`src/qrs_pkg.sv`:
```
// shared types, widths and helper functions of the quadratic root solver
`default_nettype none
package qrs_pkg;

   localparam int COEF_WIDTH = 16;
   localparam int COEF_FRAC  = 8;
   localparam int ROOT_WIDTH = 32;
   localparam int ROOT_FRAC  = ROOT_WIDTH / 2;
   localparam int SQRT_EXTRA = 12;

   // discriminant and its magnitude
   localparam int PROD_W = 2 * COEF_WIDTH;
   localparam int DISC_W = PROD_W + 3;
   localparam int MAG_W  = PROD_W + 1;
   // square root of |d| * 2^(2*SQRT_EXTRA), i.e. sqrt(|d|) scaled by 2^SQRT_EXTRA
   localparam int SQRT_W = (MAG_W + 1) / 2 + SQRT_EXTRA;
   localparam int RAD_W  = 2 * SQRT_W;
   localparam int SREM_W = SQRT_W + 1;
   // numerators and denominator of the root parts
   localparam int NB_W   = COEF_WIDTH + 1 + SQRT_EXTRA;
   localparam int NUM_W  = SQRT_W + 2;
   localparam int MAGN_W = NUM_W - 1;
   localparam int DEN_W  = COEF_WIDTH + SQRT_EXTRA + 1;
   localparam int DVD_W  = MAGN_W + ROOT_FRAC;
   localparam int QBITS  = DVD_W - SQRT_EXTRA - 1;
   localparam int CMP_W  = ((QBITS > ROOT_WIDTH) ? QBITS : ROOT_WIDTH) + 1;

   localparam logic [1:0] CNT_NONE = 2'd0;
   localparam logic [1:0] CNT_ONE  = 2'd1;
   localparam logic [1:0] CNT_TWO  = 2'd2;

   typedef struct packed {
      logic signed [COEF_WIDTH-1:0] coef_a;
      logic signed [COEF_WIDTH-1:0] coef_b;
      logic signed [COEF_WIDTH-1:0] coef_c;
   } req_type;

   typedef struct packed {
      logic signed [ROOT_WIDTH-1:0] first_real;
      logic signed [ROOT_WIDTH-1:0] first_imag;
      logic signed [ROOT_WIDTH-1:0] second_real;
      logic signed [ROOT_WIDTH-1:0] second_imag;
      logic [1:0]                   real_count;
      logic                         degenerate;
      logic                         clipped;
   } rsp_type;

   typedef struct packed {
      logic signed [NB_W-1:0] nb;
      logic                   a_neg;
      logic [DEN_W-1:0]       den;
      logic [1:0]             real_count;
      logic                   degenerate;
   } sqrt_side_type;

   typedef struct packed {
      logic       neg1;
      logic       neg2;
      logic       a_neg;
      logic [1:0] real_count;
      logic       degenerate;
   } root_side_type;

   typedef struct packed {
      logic [ROOT_WIDTH-1:0] value;
      logic                  clip;
   } root_part_type;

   // apply sign and clamp a quotient magnitude to the signed root range
   function automatic root_part_type to_root(input logic [QBITS-1:0] q, input logic neg);
      logic [CMP_W-1:0] lim;
      logic [CMP_W-1:0] qx;
      logic [CMP_W-1:0] qs;
      logic [CMP_W-1:0] v;
      root_part_type    r;
      lim = CMP_W'(1) << (ROOT_WIDTH - 1);
      if (!neg) begin
         lim = lim - CMP_W'(1);
      end
      qx = CMP_W'(q);
      r.clip = qx > lim;
      qs = r.clip ? lim : qx;
      v = neg ? (CMP_W'(0) - qs) : qs;
      r.value = v[ROOT_WIDTH-1:0];
      return r;
   endfunction

endpackage
`default_nettype wire

```
`src/qrs_div.sv`:
```
// pipelined restoring divider, one quotient bit per stage
`default_nettype none
module qrs_div (
   input  wire logic                     clock,
   input  wire logic                     adv,
   input  wire logic [qrs_pkg::DVD_W-1:0] num,
   input  wire logic [qrs_pkg::DEN_W-1:0] den,
   output logic [qrs_pkg::QBITS-1:0]     quot
);
   import qrs_pkg::*;

   logic [DEN_W-1:0] rem_ff [QBITS];
   logic [QBITS-1:0] low_ff [QBITS];
   logic [QBITS-1:0] q_ff   [QBITS];
   logic [DEN_W-1:0] den_ff [QBITS];

   for (genvar k = 0; k < QBITS; k++) begin : g_stage
      logic [DEN_W-1:0] rem_src;
      logic [QBITS-1:0] low_src;
      logic [QBITS-1:0] q_src;
      logic [DEN_W-1:0] den_src;
      logic [DEN_W:0]   remx;
      logic             ge;

      if (k == 0) begin : g_first
         // high dividend bits are below the divisor whenever the divisor is nonzero
         assign rem_src = DEN_W'(num[DVD_W-1:QBITS]);
         assign low_src = num[QBITS-1:0];
         assign q_src   = '0;
         assign den_src = den;
      end else begin : g_next
         assign rem_src = rem_ff[k-1];
         assign low_src = low_ff[k-1];
         assign q_src   = q_ff[k-1];
         assign den_src = den_ff[k-1];
      end

      always_comb begin
         remx = {rem_src, low_src[QBITS-1]};
         ge   = remx >= {1'b0, den_src};
      end

      always_ff @(posedge clock) begin
         if (adv) begin
            rem_ff[k] <= ge ? DEN_W'(remx - {1'b0, den_src}) : DEN_W'(remx);
            low_ff[k] <= low_src << 1;
            q_ff[k]   <= {q_src[QBITS-2:0], ge};
            den_ff[k] <= den_src;
         end
      end
   end

   assign quot = q_ff[QBITS-1];

endmodule
`default_nettype wire
```
`config.mk`:
```
export PLATFORM = sky130hd
export DESIGN_NAME = qrs_div
export DESIGN_NICKNAME = d
export VERILOG_FILES = /design/src/qrs_pkg.sv /design/src/qrs_div.sv
export SDC_FILE = /design/constraint.sdc
export NUM_CORES = 2
export LEC_CHECK = 0
export BUFFER_PORTS_ARGS = -buffer_cell sky130_fd_sc_hd__clkbuf_2
export CORE_MARGIN = 2
export CORE_UTILIZATION = 60
export CTS_BUF_LIST = sky130_fd_sc_hd__clkbuf_8 sky130_fd_sc_hd__clkbuf_16
export DETAILED_ROUTE_END_ITERATION = 8
export PLACE_DENSITY_LB_ADDON = 0.25
export SLEW_MARGIN = 20
export SYNTH_ARGS = -nofsm -noshare
export SYNTH_HDL_FRONTEND = slang
export SYNTH_SLANG_ARGS = --single-unit
export TNS_END_PERCENT = 5
```
`constraint.sdc`:
```
create_clock -name clock -period 4.3 [get_ports clock]
set_clock_uncertainty 0.1 [all_clocks]
set_input_delay 0.215 -clock clock [delete_from_list [all_inputs] [get_ports clock]]
set_output_delay 0.215 -clock clock [all_outputs]
set_load 0.01 [all_outputs]
```
# ---- Word level (Yosys, flattened, before mapping)
# Memories as Yosys holds them, arrays and structs flattened.
# Index checks and enable logic that the tools add are counted.
dict set report word_totals {
  register_bits 0
  n_memories 4
  inputBits 77
  out_inout_bits 33
  mem_bits_rw 4059
}
dict set report op_classes {
  magnitude_cmp 33
  n_addsub 33
  muxes 35
}
# memory words word_bits rd rd_clocked_by_memory_dff wr line
set mem_list {}
lappend mem_list {q_ff 33 33 33 0 33 qrs_div.sv:14} ;# logic [QBITS-1:0] q_ff [QBITS];
lappend mem_list {low_ff 33 32 32 0 33 qrs_div.sv:13} ;# logic [QBITS-1:0] low_ff [QBITS];
lappend mem_list {den_ff 33 29 32 0 33 qrs_div.sv:15} ;# logic [DEN_W-1:0] den_ff [QBITS];
lappend mem_list {rem_ff 33 29 32 0 33 qrs_div.sv:12} ;# logic [DEN_W-1:0] rem_ff [QBITS];
# op n
set ops {}
lappend ops {{$ge 30x29->1} 32}
lappend ops {{$mux 29} 33}
lappend ops {{$sub 29x29->29} 32}
lappend ops {{$ge 14x29->1} 1}
lappend ops {{$sub 14x29->29} 1}
lappend ops {{$mux 1} 2}

# ---- Longest topological paths before layout
# An unclocked memory read counts as a cell.
dict set report logic_depth {
  ltp_word 3
  mapped_depth 16
  mapped_depth_nobuf 15
}

# ---- Worst setup path after synthesis
# No wires, ideal clock.
dict set report synth_path {
  path_type {register to register}
  start {mem low_ff[0][127] in the netlist's numbering}
  end {mem rem_ff[0][117] in the netlist's numbering (data pin)}
  required_ps 3940
  setup_slack_ps 691
  setup_time_ps 260
  arrival_ps 3249
  synth_period_minus_slack_ps 3609
  path_buffers 1
  stages_incl_launch_ff 16
  path_cell_list {edfxtp_1 > inv_1 > ha_1 > inv_1 > fa_1 > a21oi_1 > o211ai_1 > or3_1 > a31oi_4 > o22ai_4 > a221oi_4 > o21bai_1 > a21oi_1 > o41a_2 > buf_6 > mux2_2}
}
# item line
set synth_rtl {}
lappend synth_rtl {{start, declared} qrs_div.sv:13}
lappend synth_rtl {{end, declared} qrs_div.sv:12}

==> reports/qor.csv <==
metric,value,unit
synth.net_count,12800,
cts_max_level,5,
antenna_found_initial,5,
critPathTopFamily,compound AO/OA/AOI/OAI gates,
final_common_cell,edfxtp_1,
cts_sinks,2945,
nNetsFinal,13300,
fp.dieArea,249000,um^2
numCtsBuffers,322,
crit_cells,14,
crit_arrival,4.70,ns
grtUsageTotal,0.261,
fillers,17400,
place_area,153000,um^2
cap_violations,0,
timing.final.crit_share,0.964,
hold_depth,2,
core_area,243000,um^2
crit_required,4.86,ns
die_w,499,um
clk_pin_slew,0.06,ns
hold_viol,0,
viasPerCell,5.88,
path_class,reg -> reg,
crit_path_cell_trace,"inv_1, ha_1, inv_1, fa_1, a21o_1, a311o_1, a21o_1, o31ai_4, o21ai_0, o21ai_1, or2_2, nand2_1, buf_4, mux2_2",
leakage,65.9,nW
tns,0,ns
grt_pass1_wl,510,mm
yosysWarnings,0,
portBuffers,109,
powerDensity,744,nW/um^2
drt_first_iter_violations,7906,
fmax,241,MHz
slew_headroom,0.219,
synthToLayoutAreaGrowth,11.8,%
synth-edff-count,2945,
start_util,0.604,
cts_buffer_depth,4,
ys_seq_elements,2945,
final_cell_mix,"edfxtp_1 (2945), inv_1 (1267), ha_1 (942)",
max-vdd-ir-drop,0.434,mV
drive_gt1_frac,0.0996,
drt_drc_violations_left,0,
num_rows,181,
clock-root-buffer,clkbuf_16,
dp_hpwl,240,mm
synth_area_leaders,"edfxtp_1 (60%), ha_1 (8.0%), inv_1 (3.1%)",
grt_pass1_vias,91000,
hold_path_class,in -> reg,
syn_avg_cell_area,12.5,um^2
cp_max_fo,47,
netlist.area_leader.share,0.601,
fin_area,164000,um^2
ys_async_sr_fraction,0,
period_needed,4.15,ns
worst-path-buf-inv,3,
rsz0062_at_grt,false,
r2r_cells,14,
drv_slew,0,
cp-start-kind,flop,
finalWirelength,330,mm
ios,110,
vias,92300,
syn_inst,11800,
wl_per_cell,21.0,um
grt_max_degree,121,
cts_tree,built,
crit_slowest_cell,edfxtp_1,
overflow,0,
ys_seq_area_frac,0.601,
max_stage_delay,0.41,ns
syn_area,147000,um^2
drt_pass1_iterations,8,
ant_nets,0,
synth_cell_types,107,
synth_flop_cell,edfxtp_1,
cp-end-kind,flop,
tightest_slew,1.17,ns
finalWeightedCongestion,0.947,
synth_top_area_cell,edfxtp_1,
die_h,499,um
setup_viol,0,
status,"complete, no violations",
clock_insertion_delay_worst_skew,0.98,ns
## registers in the layout (all words and copies together) (netlist names)
signal,flops
low_ff,528
q_ff,561
den_ff,928
rem_ff,928
## stage by stage
step | utilization | hold slack, ns | setup WS (ns) | power [W] | std cells
after floorplan | - | 0.214 | 0.691 | 0.0807 | 11800
after global placement | 0.627 | 0.292 | 0.305 | 0.0939 | 15000
after detailed placement | 0.627 | 0.294 | 0.199 | 0.0948 | 15000
after CTS | 0.675 | 0.00439 | 0.120 | 0.123 | 15700
after global routing | 0.675 | 0.0491 | 0.00196 | 0.130 | 15700
final | 0.675 | 0.0884 | 0.154 | 0.122 | 15700
## Yosys cell counts, drive strengths merged, types with 16 or more instances
master	n
fa	32
nor2b	81
clkbuf	146
nor2	558
a31oi	98
o31a	21
and2	32
o22ai	16
a311oi	16
a211oi	71
o221ai	17
xor2	328
a21boi	20
edfxtp	2945
o21ai	745
a21oi	869
nor4	41
and3	67
a21o	437
inv	1218
mux2	388
nand2b	122
a221oi	32
nor4b	18
nor3	91
and4	19
or2	30
nand3	184
o31ai	58
nand4	144
buf	102
ha	942
nand2	849
or3	29
o211ai	58
a2111oi	22
a211o	29
a41oi	24
o21bai	108
mux2i	28
xnor2	460
o21a	79
## what timing repair did
item	in CTS	in global routing
gates resized for setup	0	7
setup buffers	0	2
hold buffers	141	0
endpoints found under the hold margin	130	0
setup endpoints to repair	0	88
## layout make-up
| class | count | area (um^2) | share of cell area |
|---|---|---|---|
| clock inverters | 236 | 2300 | 0.0140 |
| diodes | 2 | 5.00 | 0.0000304 |
| multi-input cells | 7360 | 53100 | 0.323 |
| well taps | 3202 | 4010 | 0.0244 |
| flip-flops and latches | 2945 | 88400 | 0.538 |
| repair buffers | 426 | 3910 | 0.0238 |
| clock buffers | 324 | 8110 | 0.0493 |
| inverters | 1218 | 4570 | 0.0278 |
## cell families (layout without fill, tap and decap cells)
group | Yosys count | after routing | share of synthesized area
flip-flops | 2945 | 2945 | 0.601
buffers and inverters | 1466 | 2204 | 0.0388
multiplexers | 416 | 416 | 0.0318
adder cells (fa/ha/maj) | 974 | 974 | 0.0845
XOR/XNOR | 788 | 788 | 0.0469
other | 0 | 2 | 0
AO/OA/AOI/OAI | 2868 | 2868 | 0.123
AND/OR/NAND/NOR | 2314 | 2314 | 0.0736
## where the power goes
part | switching (W) | total [W] | internal, W | leakage [nW]
combinational | 0.0280 | 0.0499 | 0.0220 | 31.8
sequential | 0.00448 | 0.0453 | 0.0408 | 28.8
clock | 0.0112 | 0.0272 | 0.0161 | 5.24
total | 0.0436 | 0.122 | 0.0788 | 65.9
## final timing paths
check / from / end / slack [ns]
worst max-delay path: low_ff[0][639] / rem_ff[0][595] / 0.15
worst max register to register: low_ff[0][639] / rem_ff[0][595] / 0.15
worst min register to register: q_ff[24][21] / q_ff[25][22] / 0.25
worst min-delay path: den[18] / den_ff[0][18] / 0.09
## worst reg2reg max path: stages (launching register included)
cell	delay [ns]
edfxtp_1	0.41
inv_1	0.09
ha_1	0.17
inv_1	0.06
fa_1	0.41
a21o_1	0.24
a311o_1	0.39
a21o_1	0.23
o31ai_4	0.31
o21ai_0	0.24
o21ai_1	0.28
or2_2	0.17
nand2_1	0.05
buf_4	0.28
mux2_2	0.37
## layer usage
metal,GRT usage,part of all wire,vias up
met1,0.347,0.42,44700
met2,0.452,0.50,2543
li1,-,-,44400
met5,0,0,-
met4,0.0793,0.030,0
met3,0.0294,0.047,607
Power figures use the tool's default switching activity.
